--- config.mk ---
export PLATFORM = sky130hd
export DESIGN_NAME = double_ended_queue
export DESIGN_NICKNAME = d
export VERILOG_FILES = /design/src/sv/dq_pkg.sv /design/src/sv/dq_front.sv /design/src/sv/dq_back.sv /design/src/sv/double_ended_queue.sv
export SDC_FILE = /design/constraint.sdc
export NUM_CORES = 1
export LEC_CHECK = 0
export BUFFER_PORTS_ARGS = -buffer_cell sky130_fd_sc_hd__buf_2
export CORE_ASPECT_RATIO = 1.4
export CORE_MARGIN = 2
export CORE_UTILIZATION = 30
export CTS_BUF_LIST = sky130_fd_sc_hd__clkbuf_2 sky130_fd_sc_hd__clkbuf_4 sky130_fd_sc_hd__clkbuf_8
export CTS_CLUSTER_DIAMETER = 50
export CTS_CLUSTER_SIZE = 20
export DETAILED_ROUTE_END_ITERATION = 7
export PLACE_DENSITY = 0.52
export SKIP_CTS_REPAIR_TIMING = 1
export SYNTH_ARGS = -nofsm -noshare
export SYNTH_HDL_FRONTEND = slang
export SYNTH_HIERARCHICAL = 1
export SYNTH_SLANG_ARGS = --single-unit
--- constraint.sdc ---
create_clock -name clk_i -period 12.6 [get_ports clk_i]
set_clock_uncertainty 0.05 [all_clocks]
set_input_delay 2.52 -clock clk_i [delete_from_list [all_inputs] [get_ports clk_i]]
set_output_delay 2.52 -clock clk_i [all_outputs]
set_load 0.05 [all_outputs]
--- src/sv/dq_pkg.sv ---
// shared types and constants for the double-ended queue
package dq_pkg;

  localparam int unsigned WordWidth = 32;
  localparam int unsigned KindWidth = 3;
  localparam int unsigned StatusWidth = 2;
  localparam int unsigned OpQueueDepth = 2;

  typedef enum logic [KindWidth-1:0] {
    OP_PUSH_FRONT = 3'd0,
    OP_PUSH_BACK  = 3'd1,
    OP_POP_FRONT  = 3'd2,
    OP_POP_BACK   = 3'd3,
    OP_DUMP_FWD   = 3'd4,
    OP_DUMP_BWD   = 3'd5
  } dq_op_e;

  typedef enum logic [StatusWidth-1:0] {
    STAT_DATA  = 2'd0,
    STAT_EMPTY = 2'd1,
    STAT_FULL  = 2'd2
  } dq_status_e;

  typedef struct packed {
    dq_op_e                       op;
    logic signed [WordWidth-1:0]  value;
  } dq_cmd_t;

endpackage

--- src/sv/dq_front.sv ---
// front end: accepts transactions, drops unused kinds, queues operations
module dq_front (
  input  logic                                   clk_i,
  input  logic                                   rst_ni,
  input  logic                                   in_valid_i,
  output logic                                   in_stall_o,
  input  logic [dq_pkg::KindWidth-1:0]           in_kind_i,
  input  logic signed [dq_pkg::WordWidth-1:0]    in_value_i,
  output logic                                   cmd_valid_o,
  output dq_pkg::dq_cmd_t                        cmd_o,
  input  logic                                   cmd_pop_i
);

  localparam int unsigned CntW = $clog2(dq_pkg::OpQueueDepth + 1);
  localparam int unsigned PtrW = $clog2(dq_pkg::OpQueueDepth);
  localparam int unsigned KindW = dq_pkg::KindWidth;

  dq_pkg::dq_cmd_t ent_q [dq_pkg::OpQueueDepth];
  logic [PtrW-1:0] wr_ptr_q, wr_ptr_d, rd_ptr_q, rd_ptr_d;
  logic [CntW-1:0] cnt_q, cnt_d;
  logic            accept, is_op, push, pop;
  dq_pkg::dq_cmd_t cmd_new;

  assign in_stall_o = (cnt_q == CntW'(dq_pkg::OpQueueDepth));
  assign accept     = in_valid_i && !in_stall_o;
  // kinds past the last dump code do nothing
  assign is_op      = (in_kind_i <= KindW'(dq_pkg::OP_DUMP_BWD));
  assign push       = accept && is_op;
  assign pop        = cmd_pop_i && cmd_valid_o;

  assign cmd_new.op    = dq_pkg::dq_op_e'(in_kind_i);
  assign cmd_new.value = in_value_i;

  assign cmd_valid_o = (cnt_q != '0);
  assign cmd_o       = ent_q[rd_ptr_q];

  always_comb begin
    wr_ptr_d = wr_ptr_q;
    rd_ptr_d = rd_ptr_q;
    cnt_d    = cnt_q;
    if (push) begin
      wr_ptr_d = (wr_ptr_q == PtrW'(dq_pkg::OpQueueDepth - 1)) ? '0 : wr_ptr_q + 1'b1;
    end
    if (pop) begin
      rd_ptr_d = (rd_ptr_q == PtrW'(dq_pkg::OpQueueDepth - 1)) ? '0 : rd_ptr_q + 1'b1;
    end
    if (push && !pop) begin
      cnt_d = cnt_q + 1'b1;
    end else if (pop && !push) begin
      cnt_d = cnt_q - 1'b1;
    end
  end

  always_ff @(posedge clk_i or negedge rst_ni) begin
    if (!rst_ni) begin
      wr_ptr_q <= '0;
      rd_ptr_q <= '0;
      cnt_q    <= '0;
    end else begin
      wr_ptr_q <= wr_ptr_d;
      rd_ptr_q <= rd_ptr_d;
      cnt_q    <= cnt_d;
    end
  end

  always_ff @(posedge clk_i) begin
    if (push) begin
      ent_q[wr_ptr_q] <= cmd_new;
    end
  end

  assert property (@(posedge clk_i) disable iff (!rst_ni)
    cnt_q <= CntW'(dq_pkg::OpQueueDepth))
    else $error("op queue count out of range");

  assert property (@(posedge clk_i) disable iff (!rst_ni)
    (in_valid_i && !in_stall_o && !is_op && !pop) |=> (cnt_q == $past(cnt_q)))
    else $error("unused kind entered the op queue");

  assert property (@(posedge clk_i) disable iff (!rst_ni)
    (cnt_q == '0) |-> (wr_ptr_q == rd_ptr_q))
    else $error("op queue pointers disagree when empty");

endmodule

--- src/sv/dq_back.sv ---
// back end: ring store, pointer updates and result generation
module dq_back #(
  parameter int unsigned DEPTH = 32
) (
  input  logic                                 clk_i,
  input  logic                                 rst_ni,
  input  logic                                 cmd_valid_i,
  input  dq_pkg::dq_cmd_t                      cmd_i,
  output logic                                 cmd_pop_o,
  output logic                                 out_valid_o,
  input  logic                                 out_stall_i,
  output logic signed [dq_pkg::WordWidth-1:0]  out_word_o,
  output logic [dq_pkg::StatusWidth-1:0]       out_status_o,
  output logic                                 out_last_o
);

  localparam int unsigned IdxW = $clog2(DEPTH);
  localparam int unsigned CntW = $clog2(DEPTH + 1);
  localparam int unsigned SumW = IdxW + 1;

  localparam logic S_IDLE = 1'b0;
  localparam logic S_DUMP = 1'b1;

  logic signed [dq_pkg::WordWidth-1:0] mem [DEPTH];

  logic                 state_q, state_d;
  logic [IdxW-1:0]      front_q, front_d;
  logic [CntW-1:0]      count_q, count_d;
  logic [IdxW-1:0]      ptr_q, ptr_d;
  logic [CntW-1:0]      remain_q, remain_d;
  logic                 fwd_q, fwd_d;

  logic                 ovalid_q;
  dq_pkg::dq_status_e   ostatus_q;
  logic                 olast_q;
  logic signed [dq_pkg::WordWidth-1:0] rd_q;

  logic                 adv, full, empty;
  logic                 emit, emit_last, rd_en, wr_en;
  dq_pkg::dq_status_e   emit_status;
  logic [IdxW-1:0]      wr_addr;
  logic [IdxW-1:0]      front_inc, front_dec, back_pos, tail_pos, ptr_inc, ptr_dec;
  logic [SumW-1:0]      back_sum, tail_sum;

  assign adv   = !ovalid_q || !out_stall_i;
  assign full  = (count_q == CntW'(DEPTH));
  assign empty = (count_q == '0);

  // ring arithmetic, each sum stays below twice the depth
  assign front_inc = (front_q == IdxW'(DEPTH - 1)) ? '0 : front_q + 1'b1;
  assign front_dec = (front_q == '0) ? IdxW'(DEPTH - 1) : front_q - 1'b1;
  assign ptr_inc   = (ptr_q == IdxW'(DEPTH - 1)) ? '0 : ptr_q + 1'b1;
  assign ptr_dec   = (ptr_q == '0) ? IdxW'(DEPTH - 1) : ptr_q - 1'b1;
  assign tail_sum  = {1'b0, front_q} + SumW'(count_q);
  assign back_sum  = tail_sum - 1'b1;
  assign tail_pos  = (tail_sum >= SumW'(DEPTH)) ? IdxW'(tail_sum - SumW'(DEPTH))
                                                : IdxW'(tail_sum);
  assign back_pos  = (back_sum >= SumW'(DEPTH)) ? IdxW'(back_sum - SumW'(DEPTH))
                                                : IdxW'(back_sum);

  always_comb begin
    state_d     = state_q;
    front_d     = front_q;
    count_d     = count_q;
    ptr_d       = ptr_q;
    remain_d    = remain_q;
    fwd_d       = fwd_q;
    cmd_pop_o   = 1'b0;
    emit        = 1'b0;
    emit_status = dq_pkg::STAT_DATA;
    emit_last   = 1'b1;
    rd_en       = 1'b0;
    wr_en       = 1'b0;
    wr_addr     = tail_pos;
    unique case (state_q)
      S_IDLE: begin
        if (cmd_valid_i) begin
          unique case (cmd_i.op)
            dq_pkg::OP_PUSH_FRONT, dq_pkg::OP_PUSH_BACK: begin
              if (full) begin
                if (adv) begin
                  emit        = 1'b1;
                  emit_status = dq_pkg::STAT_FULL;
                  cmd_pop_o   = 1'b1;
                end
              end else begin
                wr_en     = 1'b1;
                count_d   = count_q + 1'b1;
                cmd_pop_o = 1'b1;
                if (cmd_i.op == dq_pkg::OP_PUSH_FRONT) begin
                  wr_addr = front_dec;
                  front_d = front_dec;
                end
              end
            end
            dq_pkg::OP_POP_FRONT: begin
              cmd_pop_o = 1'b1;
              if (!empty) begin
                front_d = front_inc;
                count_d = count_q - 1'b1;
              end
            end
            dq_pkg::OP_POP_BACK: begin
              cmd_pop_o = 1'b1;
              if (!empty) begin
                count_d = count_q - 1'b1;
              end
            end
            dq_pkg::OP_DUMP_FWD, dq_pkg::OP_DUMP_BWD: begin
              if (empty) begin
                if (adv) begin
                  emit        = 1'b1;
                  emit_status = dq_pkg::STAT_EMPTY;
                  cmd_pop_o   = 1'b1;
                end
              end else begin
                state_d  = S_DUMP;
                remain_d = count_q;
                fwd_d    = (cmd_i.op == dq_pkg::OP_DUMP_FWD);
                ptr_d    = (cmd_i.op == dq_pkg::OP_DUMP_FWD) ? front_q : back_pos;
              end
            end
            default: begin
              cmd_pop_o = 1'b1;
            end
          endcase
        end
      end
      S_DUMP: begin
        if (adv) begin
          emit      = 1'b1;
          rd_en     = 1'b1;
          emit_last = (remain_q == CntW'(1));
          remain_d  = remain_q - 1'b1;
          ptr_d     = fwd_q ? ptr_inc : ptr_dec;
          if (remain_q == CntW'(1)) begin
            state_d   = S_IDLE;
            cmd_pop_o = 1'b1;
          end
        end
      end
      default: begin
        state_d = S_IDLE;
      end
    endcase
  end

  always_ff @(posedge clk_i or negedge rst_ni) begin
    if (!rst_ni) begin
      state_q  <= S_IDLE;
      front_q  <= '0;
      count_q  <= '0;
      ptr_q    <= '0;
      remain_q <= '0;
      fwd_q    <= 1'b0;
      ovalid_q <= 1'b0;
    end else begin
      state_q  <= state_d;
      front_q  <= front_d;
      count_q  <= count_d;
      ptr_q    <= ptr_d;
      remain_q <= remain_d;
      fwd_q    <= fwd_d;
      if (adv) begin
        ovalid_q <= emit;
      end
    end
  end

  always_ff @(posedge clk_i) begin
    if (adv && emit) begin
      ostatus_q <= emit_status;
      olast_q   <= emit_last;
    end
  end

  // ring store, read data doubles as the output word register
  always_ff @(posedge clk_i) begin
    if (wr_en) begin
      mem[wr_addr] <= cmd_i.value;
    end
    if (rd_en) begin
      rd_q <= mem[ptr_q];
    end
  end

  assign out_valid_o  = ovalid_q;
  assign out_status_o = ostatus_q;
  assign out_last_o   = olast_q;
  assign out_word_o   = (ostatus_q == dq_pkg::STAT_DATA) ? rd_q : '0;

  assert property (@(posedge clk_i) disable iff (!rst_ni)
    (count_q <= CntW'(DEPTH)) && (front_q <= IdxW'(DEPTH - 1)))
    else $error("queue pointers out of range");

  assert property (@(posedge clk_i) disable iff (!rst_ni)
    (state_q == S_DUMP) |-> (remain_q != '0) && (remain_q <= count_q))
    else $error("dump counter inconsistent with occupancy");

  assert property (@(posedge clk_i) disable iff (!rst_ni)
    !(wr_en && rd_en))
    else $error("store written during a dump");

  assert property (@(posedge clk_i) disable iff (!rst_ni)
    (state_q == S_DUMP) |=> (count_q == $past(count_q)) && (front_q == $past(front_q)))
    else $error("queue state changed during a dump");

  assert property (@(posedge clk_i) disable iff (!rst_ni)
    (state_q == S_DUMP && adv && remain_q == CntW'(1)) |=> (state_q == S_IDLE && olast_q))
    else $error("dump did not end on its last entry");

endmodule

--- src/sv/double_ended_queue.sv ---
// top level of the bounded double-ended queue of signed words
//
// input channel: in_valid_i / in_stall_o with in_kind_i and in_value_i; one
// transaction is one operation (push front, push back, pop front, pop back,
// dump forward, dump backward). kinds 6 and 7 are taken and discarded.
// output channel: out_valid_o / out_stall_i with out_word_o, out_status_o and
// out_last_o. pushes and pops give no result; a push onto a full queue gives
// one overflow result; a dump gives every stored entry in order with last on
// the final one, or a single empty-status result for an empty queue.
// timing: a transaction sits in a registered two-entry op queue until the
// back end, when idle, takes it; an overflow or empty-dump result is held in
// the output register, and the first entry of a dump comes after the back end
// first loads the dump pointer. pushes and pops retire one per cycle while no
// dump runs and no overflow result is held up; a dump reads one entry per
// cycle unless the receiver stalls, via the ring store's single read port.
// stalls: when the receiver stalls, the output register holds and results
// wait; the op queue keeps taking transactions until both slots fill.
// reset: rst_ni is asynchronous; the queue comes up empty with its front
// pointer at zero and both channels idle. no clearing pass is needed.
module double_ended_queue #(
  parameter int unsigned DEPTH = 32
) (
  input  logic                                 clk_i,
  input  logic                                 rst_ni,
  input  logic                                 in_valid_i,
  output logic                                 in_stall_o,
  input  logic [dq_pkg::KindWidth-1:0]         in_kind_i,
  input  logic signed [dq_pkg::WordWidth-1:0]  in_value_i,
  output logic                                 out_valid_o,
  input  logic                                 out_stall_i,
  output logic signed [dq_pkg::WordWidth-1:0]  out_word_o,
  output logic [dq_pkg::StatusWidth-1:0]       out_status_o,
  output logic                                 out_last_o
);

  // decoded operation handed from the front end to the back end
  logic            cmd_valid;
  logic            cmd_pop;
  dq_pkg::dq_cmd_t cmd;

  // classification and buffering of incoming transactions
  dq_front u_front (
    .clk_i       (clk_i),
    .rst_ni      (rst_ni),
    .in_valid_i  (in_valid_i),
    .in_stall_o  (in_stall_o),
    .in_kind_i   (in_kind_i),
    .in_value_i  (in_value_i),
    .cmd_valid_o (cmd_valid),
    .cmd_o       (cmd),
    .cmd_pop_i   (cmd_pop)
  );

  // ring store, pointers and result stage
  dq_back #(
    .DEPTH (DEPTH)
  ) u_back (
    .clk_i        (clk_i),
    .rst_ni       (rst_ni),
    .cmd_valid_i  (cmd_valid),
    .cmd_i        (cmd),
    .cmd_pop_o    (cmd_pop),
    .out_valid_o  (out_valid_o),
    .out_stall_i  (out_stall_i),
    .out_word_o   (out_word_o),
    .out_status_o (out_status_o),
    .out_last_o   (out_last_o)
  );

endmodule
# Yosys cells after proc, flatten, opt, wreduce, memory -nomap -nowiden
# Memories as Yosys holds them, arrays and structs flattened. A register that Yosys moved wholly into a read port is not among the register bits.
# Index checks and enable logic that the tools add are counted.
[totals]
regBits = 32
ram_bits = 1094
inputBits = 39
output_inout_bits = 37
word_cells = 150
memories = 2
[op_classes]
addsub = 15
n_lt_le_gt_ge = 3
eq_ne = 18
muxes = 67
bitwise_logic = 3
reduce_logical = 30
[mem_list]
columns = ["memory", "words", "word_bits", "rd", "rd_ports_with_merged_regs", "write_ports", "line", "source"]
rows = [
  ["u_back.mem", 32, 32, 1, 1, 1, "dq_back.sv:24", "logic signed [dq_pkg::WordWidth-1:0] mem [DEPTH];"],
  ["u_front.ent_q", 2, 35, 1, 0, 1, "dq_front.sv:18", "dq_pkg::dq_cmd_t ent_q [dq_pkg::OpQueueDepth];"],
]
[ops]
columns = ["operator", "count"]
rows = [
  ["2-to-1 mux 5 bit", 20],
  ["2-to-1 mux 6 bit", 6],
  ["2-to-1 mux 32 bit", 1],
  ["2-to-1 mux 1 bit", 25],
  ["one-hot mux 6 bit (2 select lines)", 2],
  ["one-hot mux 5 bit (2 select lines)", 2],
  ["subtractor 5 x 1 -> 5 bit, second input constant", 4],
  ["subtractor 6 x 1 -> 6 bit, second input constant", 3],
  ["!= test 2 bit, second input constant", 7],
  [">= comparator 6 bit, second input constant", 2],
  ["adder 5 x 1 -> 5 bit, second input constant", 2],
  ["== test 5 bit, second input constant", 2],
  ["logical NOT 5 bit", 2],
  ["2-to-1 mux 2 bit", 5],
  ["one-hot mux 1 bit (2 select lines)", 5],
  ["AND reduction 4 bit", 2],
  ["nonzero test 2 bit", 4],
  ["OR reduction 2 bit", 4],
  ["adder 5 x 6 -> 6 bit", 1],
  ["adder 6 x 1 -> 6 bit, second input constant", 1],
  ["== test 3 x 2 -> 1 bit, second input constant", 2],
  ["== test 3 bit, second input constant", 2],
  ["== test 6 x 1 -> 1 bit, second input constant", 1],
  ["== test 6 bit, second input constant", 1],
  ["18 further kinds", 30],
]

# Longest topological paths before layout
[logic_depth]
word_depth = 11
ltp_mapped = 12
depth_no_buf = 11

# Modules after synthesis
# The synthesis kept the hierarchy.
[modules_own_cells]
columns = ["module", "instances", "cells_per_inst", "area_per_inst_um2"]
rows = [
  ["dq_back", 1, 2198, 42839.8],
  ["dq_front", 1, 129, 2896.5],
]

# Worst setup path after synthesis
# Ideal clock, no wire load.
[synth_timing]
kind = "register to register"
startpoint = "register u_front.rd_ptr_q"
endpoint = "memory u_back/mem[14][0] (netlist bit), enable pin"
setup_time_ns = 0.461
t_arrival_ns = 4.866
t_required_ns = 12.089
path_slack_ns = 7.223
path_stages_with_launch = 10
n_path_buf = 3
path_cell_list = "dfrtp_1 > buf_6 > buf_12 > mux2_4 > buf_6 > or4b_4 > a311oi_4 > mux2i_1 > nand2_1 > nor3_1"
[synth_lines]
columns = ["element", "line", "source"]
rows = [
  ["from (decl)", "dq_front.sv:19", "logic [PtrW-1:0] wr_ptr_q, wr_ptr_d, rd_ptr_q, rd_ptr_d;"],
  ["from (signal assigned)", "dq_front.sv:61", "rd_ptr_q <= rd_ptr_d;"],
  ["to (decl)", "dq_back.sv:24", ""],
]

# Worst setup path in the final report
[layout_timing]
startpoint = "register u_back.ostatus_q[1] (netlist: u_back/out_status_o[1])"
endpoint = "output port out_word_o[7] (netlist bit)"
[layout_between]
elab_chain_len = 2
[layout_lines]
columns = ["element", "line", "source"]
rows = [
  ["from (decl)", "dq_back.sv:34", "dq_pkg::dq_status_e ostatus_q;"],
  ["from (signal assigned)", "dq_back.sv:172", "ostatus_q <= emit_status;"],
  ["logical NOT 2 bit", "dq_back.sv:190", "assign out_word_o = (ostatus_q == dq_pkg::STAT_DATA) ? rd_q : '0;"],
  ["2-to-1 mux 32 bit", "dq_back.sv:190", ""],
  ["to (decl)", "double_ended_queue.sv:31", "output logic signed [dq_pkg::WordWidth-1:0] out_word_o,"],
]
# Every way passes these cells.

==> flow_summary.json <==
{
  "cp_slowest_stage_delay_ns": 0.44,
  "drive_gt1_frac": 0.200,
  "nNetsFinal": 2477,
  "fp.coreArea_um2": 151000,
  "power.internal_uw": 6920,
  "ant_nets": 0,
  "grt_pass1_vias": 23368,
  "grt_max_degree": 65,
  "drv_slew": 0,
  "cts_sinks": 1158,
  "finalCritPeriodShare": 0.397,
  "power_frac_seq": 0.471,
  "min_period_ns": 5.00,
  "drv_cap": 0,
  "min_path_type": "register to register",
  "antenna_found_initial": 5,
  "synth_xor_area_frac": 0.00416,
  "drt-pass1-iter-count": 5,
  "crit_slowest_cell": "edfxtp_1",
  "cp_max_fo": 32,
  "ios": 76,
  "clk_pin_slew_ns": 0.11,
  "wl_um": 116000,
  "grt_use_total": 0.147,
  "yosysUniqueCellTypes": 69,
  "max-clock-path-buffers": 3,
  "arrival_ns": 2.43,
  "synth_nets": 2386,
  "dp_hpwl_um": 68400,
  "worst-r2r-cell-count": 9,
  "synth_fa_ha_area_frac": 0.00580,
  "avgSynthCellArea_um2": 19.7,
  "grt_pass1_wl_um": 166000,
  "hold_depth": 1,
  "synth_simple_gate_area_share": 0.0223,
  "drt-initial-drc-count": 1790,
  "p_leak_uw": 0.0166,
  "p_sw_uw": 4030,
  "clock_latency_ns": 0.81,
  "gp_congestion": 0.807,
  "fmax_mhz": 200,
  "tns_ns": 0,
  "ir_drop_v": 0.000155,
  "clockRootBuffer": "clkbuf_8",
  "cp.required_ns": 10.03,
  "slew_headroom": 0.153,
  "cts_tree": "done",
  "vias": 22396,
  "fp.dieW_um": 334,
  "synthesis.area_um2": 45700,
  "drcViolationCount": 0,
  "synth_edf_count": 1129,
  "ys_async_sr_fraction": 0.0250,
  "grt-ovfl-total": 0,
  "synth_cells": 2327,
  "finalHoldViolCount": 0,
  "synth_top_family_by_area": "multiplexers",
  "status": "complete, no violations",
  "synthMuxAreaShare": 0.146,
  "synth_seq_cells": 1158,
  "rows": 169,
  "p_comb_frac": 0.354,
  "synth_compound_area_frac": 0.0494,
  "dieArea_um2": 156000,
  "clockPowerShare": 0.174,
  "cp-end-kind": "output port",
  "setup_viol": 0,
  "netSwitchingFraction": 0.368,
  "synth_ff_type": "edfxtp_1",
  "die_h_um": 466,
  "area_delta_synth_final_pct": 9.69,
  "synth-seq-area-share": 0.757,
  "worst_pin_slew_ns": 1.27,
  "yosysWarningCount": 6,
  "wl_per_cell_um": 26.2,
  "portBuffers": 75,
  "start_util": 0.302,
  "crit_chain": "nor2_4 -> buf_4 -> and2_1 -> buf_2",
  "rsz0062_at_grt": "no",
  "cts_buffers": 78,
  "viasPerCell": 5.06,
  "final_util": 0.331,
  "power_density_nw_per_um2": 218,
  "path_class": "register to output port",
  "htree_levels": 3,
  "critPathLaunchType": "register"
}
[cells in the mapped netlist (28+ instances only)]
| library cell | count | share of area |
|---|---|---|
| a21oi_1 | 76 | 0.0083 |
| a22o_1 | 72 | 0.014 |
| a22oi_1 | 28 | 0.0046 |
| and2_1 | 36 | 0.0049 |
| buf_2 | 35 | 0.0038 |
| clkbuf_1 | 73 | 0.0060 |
| dfrtp_1 | 29 | 0.016 |
| edfxtp_1 | 1129 | 0.74 |
| mux2_4 | 31 | 0.010 |
| mux2i_1 | 325 | 0.071 |
| mux4_2 | 128 | 0.063 |
| nand2_1 | 31 | 0.0025 |
| nor3_1 | 44 | 0.0048 |
| o221ai_1 | 35 | 0.0067 |
[metrics by stage]
stage | hold slack (ns) | worst slack [ns] | power [uW] | cell area [um2] | instances
finish | 0.470 | 7.60 | 10900 | 50200 | 4424
CTS | 0.477 | 7.40 | 11100 | 50200 | 4420
global route | 0.506 | 7.40 | 11400 | 50200 | 4422
floorplan | 0.397 | 7.22 | 7800 | 45700 | 2327
detailed placement | 0.454 | 8.05 | 9190 | 48700 | 4304
global placement | 0.447 | 7.92 | 9120 | 48700 | 4304
[worst paths after layout]
path                                              from                  to  slack, ns
worst max-delay path            u_back/out_status_o[1]       out_word_o[7]       7.60
worst min-delay path                  u_front/cnt_q[1]    u_front/cnt_q[1]       0.47
worst max register to register        u_front/rd_ptr_q  u_back/mem[19][17]       8.08
worst min register to register        u_front/cnt_q[1]    u_front/cnt_q[1]       0.47
max in group asynchronous                       rst_ni     u_back/ptr_q[2]      10.21
min in group asynchronous                       rst_ni    u_front/wr_ptr_q       1.72
[critical path, delay by kind of cell, from the launching register on]
family	cells	cell delay (ns)
buffers and inverters	2	0.75
flip-flops	1	0.44
AND/OR/NAND/NOR	2	0.42
[routing by layer]
| metal | vias up | track usage | wire length [um] |
|---|---|---|---|
| met5 | - | 0 | 0 |
| li1 | 9660 | - | - |
| met4 | 0 | 0.0434 | 2810 |
| met3 | 135 | 0.0192 | 4950 |
| met2 | 581 | 0.272 | 62100 |
| met1 | 12020 | 0.178 | 46100 |
[registers in the layout, summed over array words and instances (netlist names)]
name,flops
u_back/state_q,1
u_front/wr_ptr_q,1
u_back/ptr_q,5
u_back/count_q,6
u_front/cnt_q,2
u_back/front_q,5
u_back/fwd_q,1
u_back/out_valid_o,1
u_front/ent_q,70
u_back/rd_q,32
u_front/rd_ptr_q,1
u_back/out_last_o,1
u_back/out_status_o,2
u_back/mem,1024
u_back/remain_q,6
[placed cells by master, fill, tap and decap left out, types with 11 or more instances in the layout]
cell type  count
a21oi_1       76
a221oi_1      26
a22o_1        72
a22oi_1       28
and2_1        34
buf_2         75
buf_4         65
clkbuf_8      78
dfrtp_1       25
edfxtp_1    1129
ha_1          18
inv_1         18
inv_6         11
mux2_4        31
mux2i_1      325
mux4_2       128
nand2_1       30
nor2_1        16
nor3_1        12
nor3_2        32
o21ai_0       24
o221ai_1      35
xnor2_1       13
[kinds of logic after synthesis]
kind of cell / Yosys count
AOI/OAI and AO/OA: 308
xor gates and xnor gates: 20
adders and majority gates: 20
buffers and inverters: 148
DFF: 1158
muxes: 491
and+or+nand+nor: 182
[cell type report]
class | instances | area, um2
clock inverters | 36 | 399
flip-flops and latches | 1158 | 34600
clock buffers | 80 | 1090
repair buffers | 140 | 863
well taps | 1966 | 2460
multi-input cells | 1021 | 10600
fillers | 14302 | 101000
inverters | 19 | 71.3
diodes | 4 | 10.0
[power groups by stage]
stage	Sequential [uW]	Clock, uW	Combinational, uW
6_report	5160	1910	3880
2_1_floorplan	5060	0	2740
4_1_cts	5170	1980	3950
5_1_grt	5190	2100	4160
3_3_place_gp	5240	0	3880
3_5_place_dp	5250	0	3940
Power figures use the tool's default switching activity.
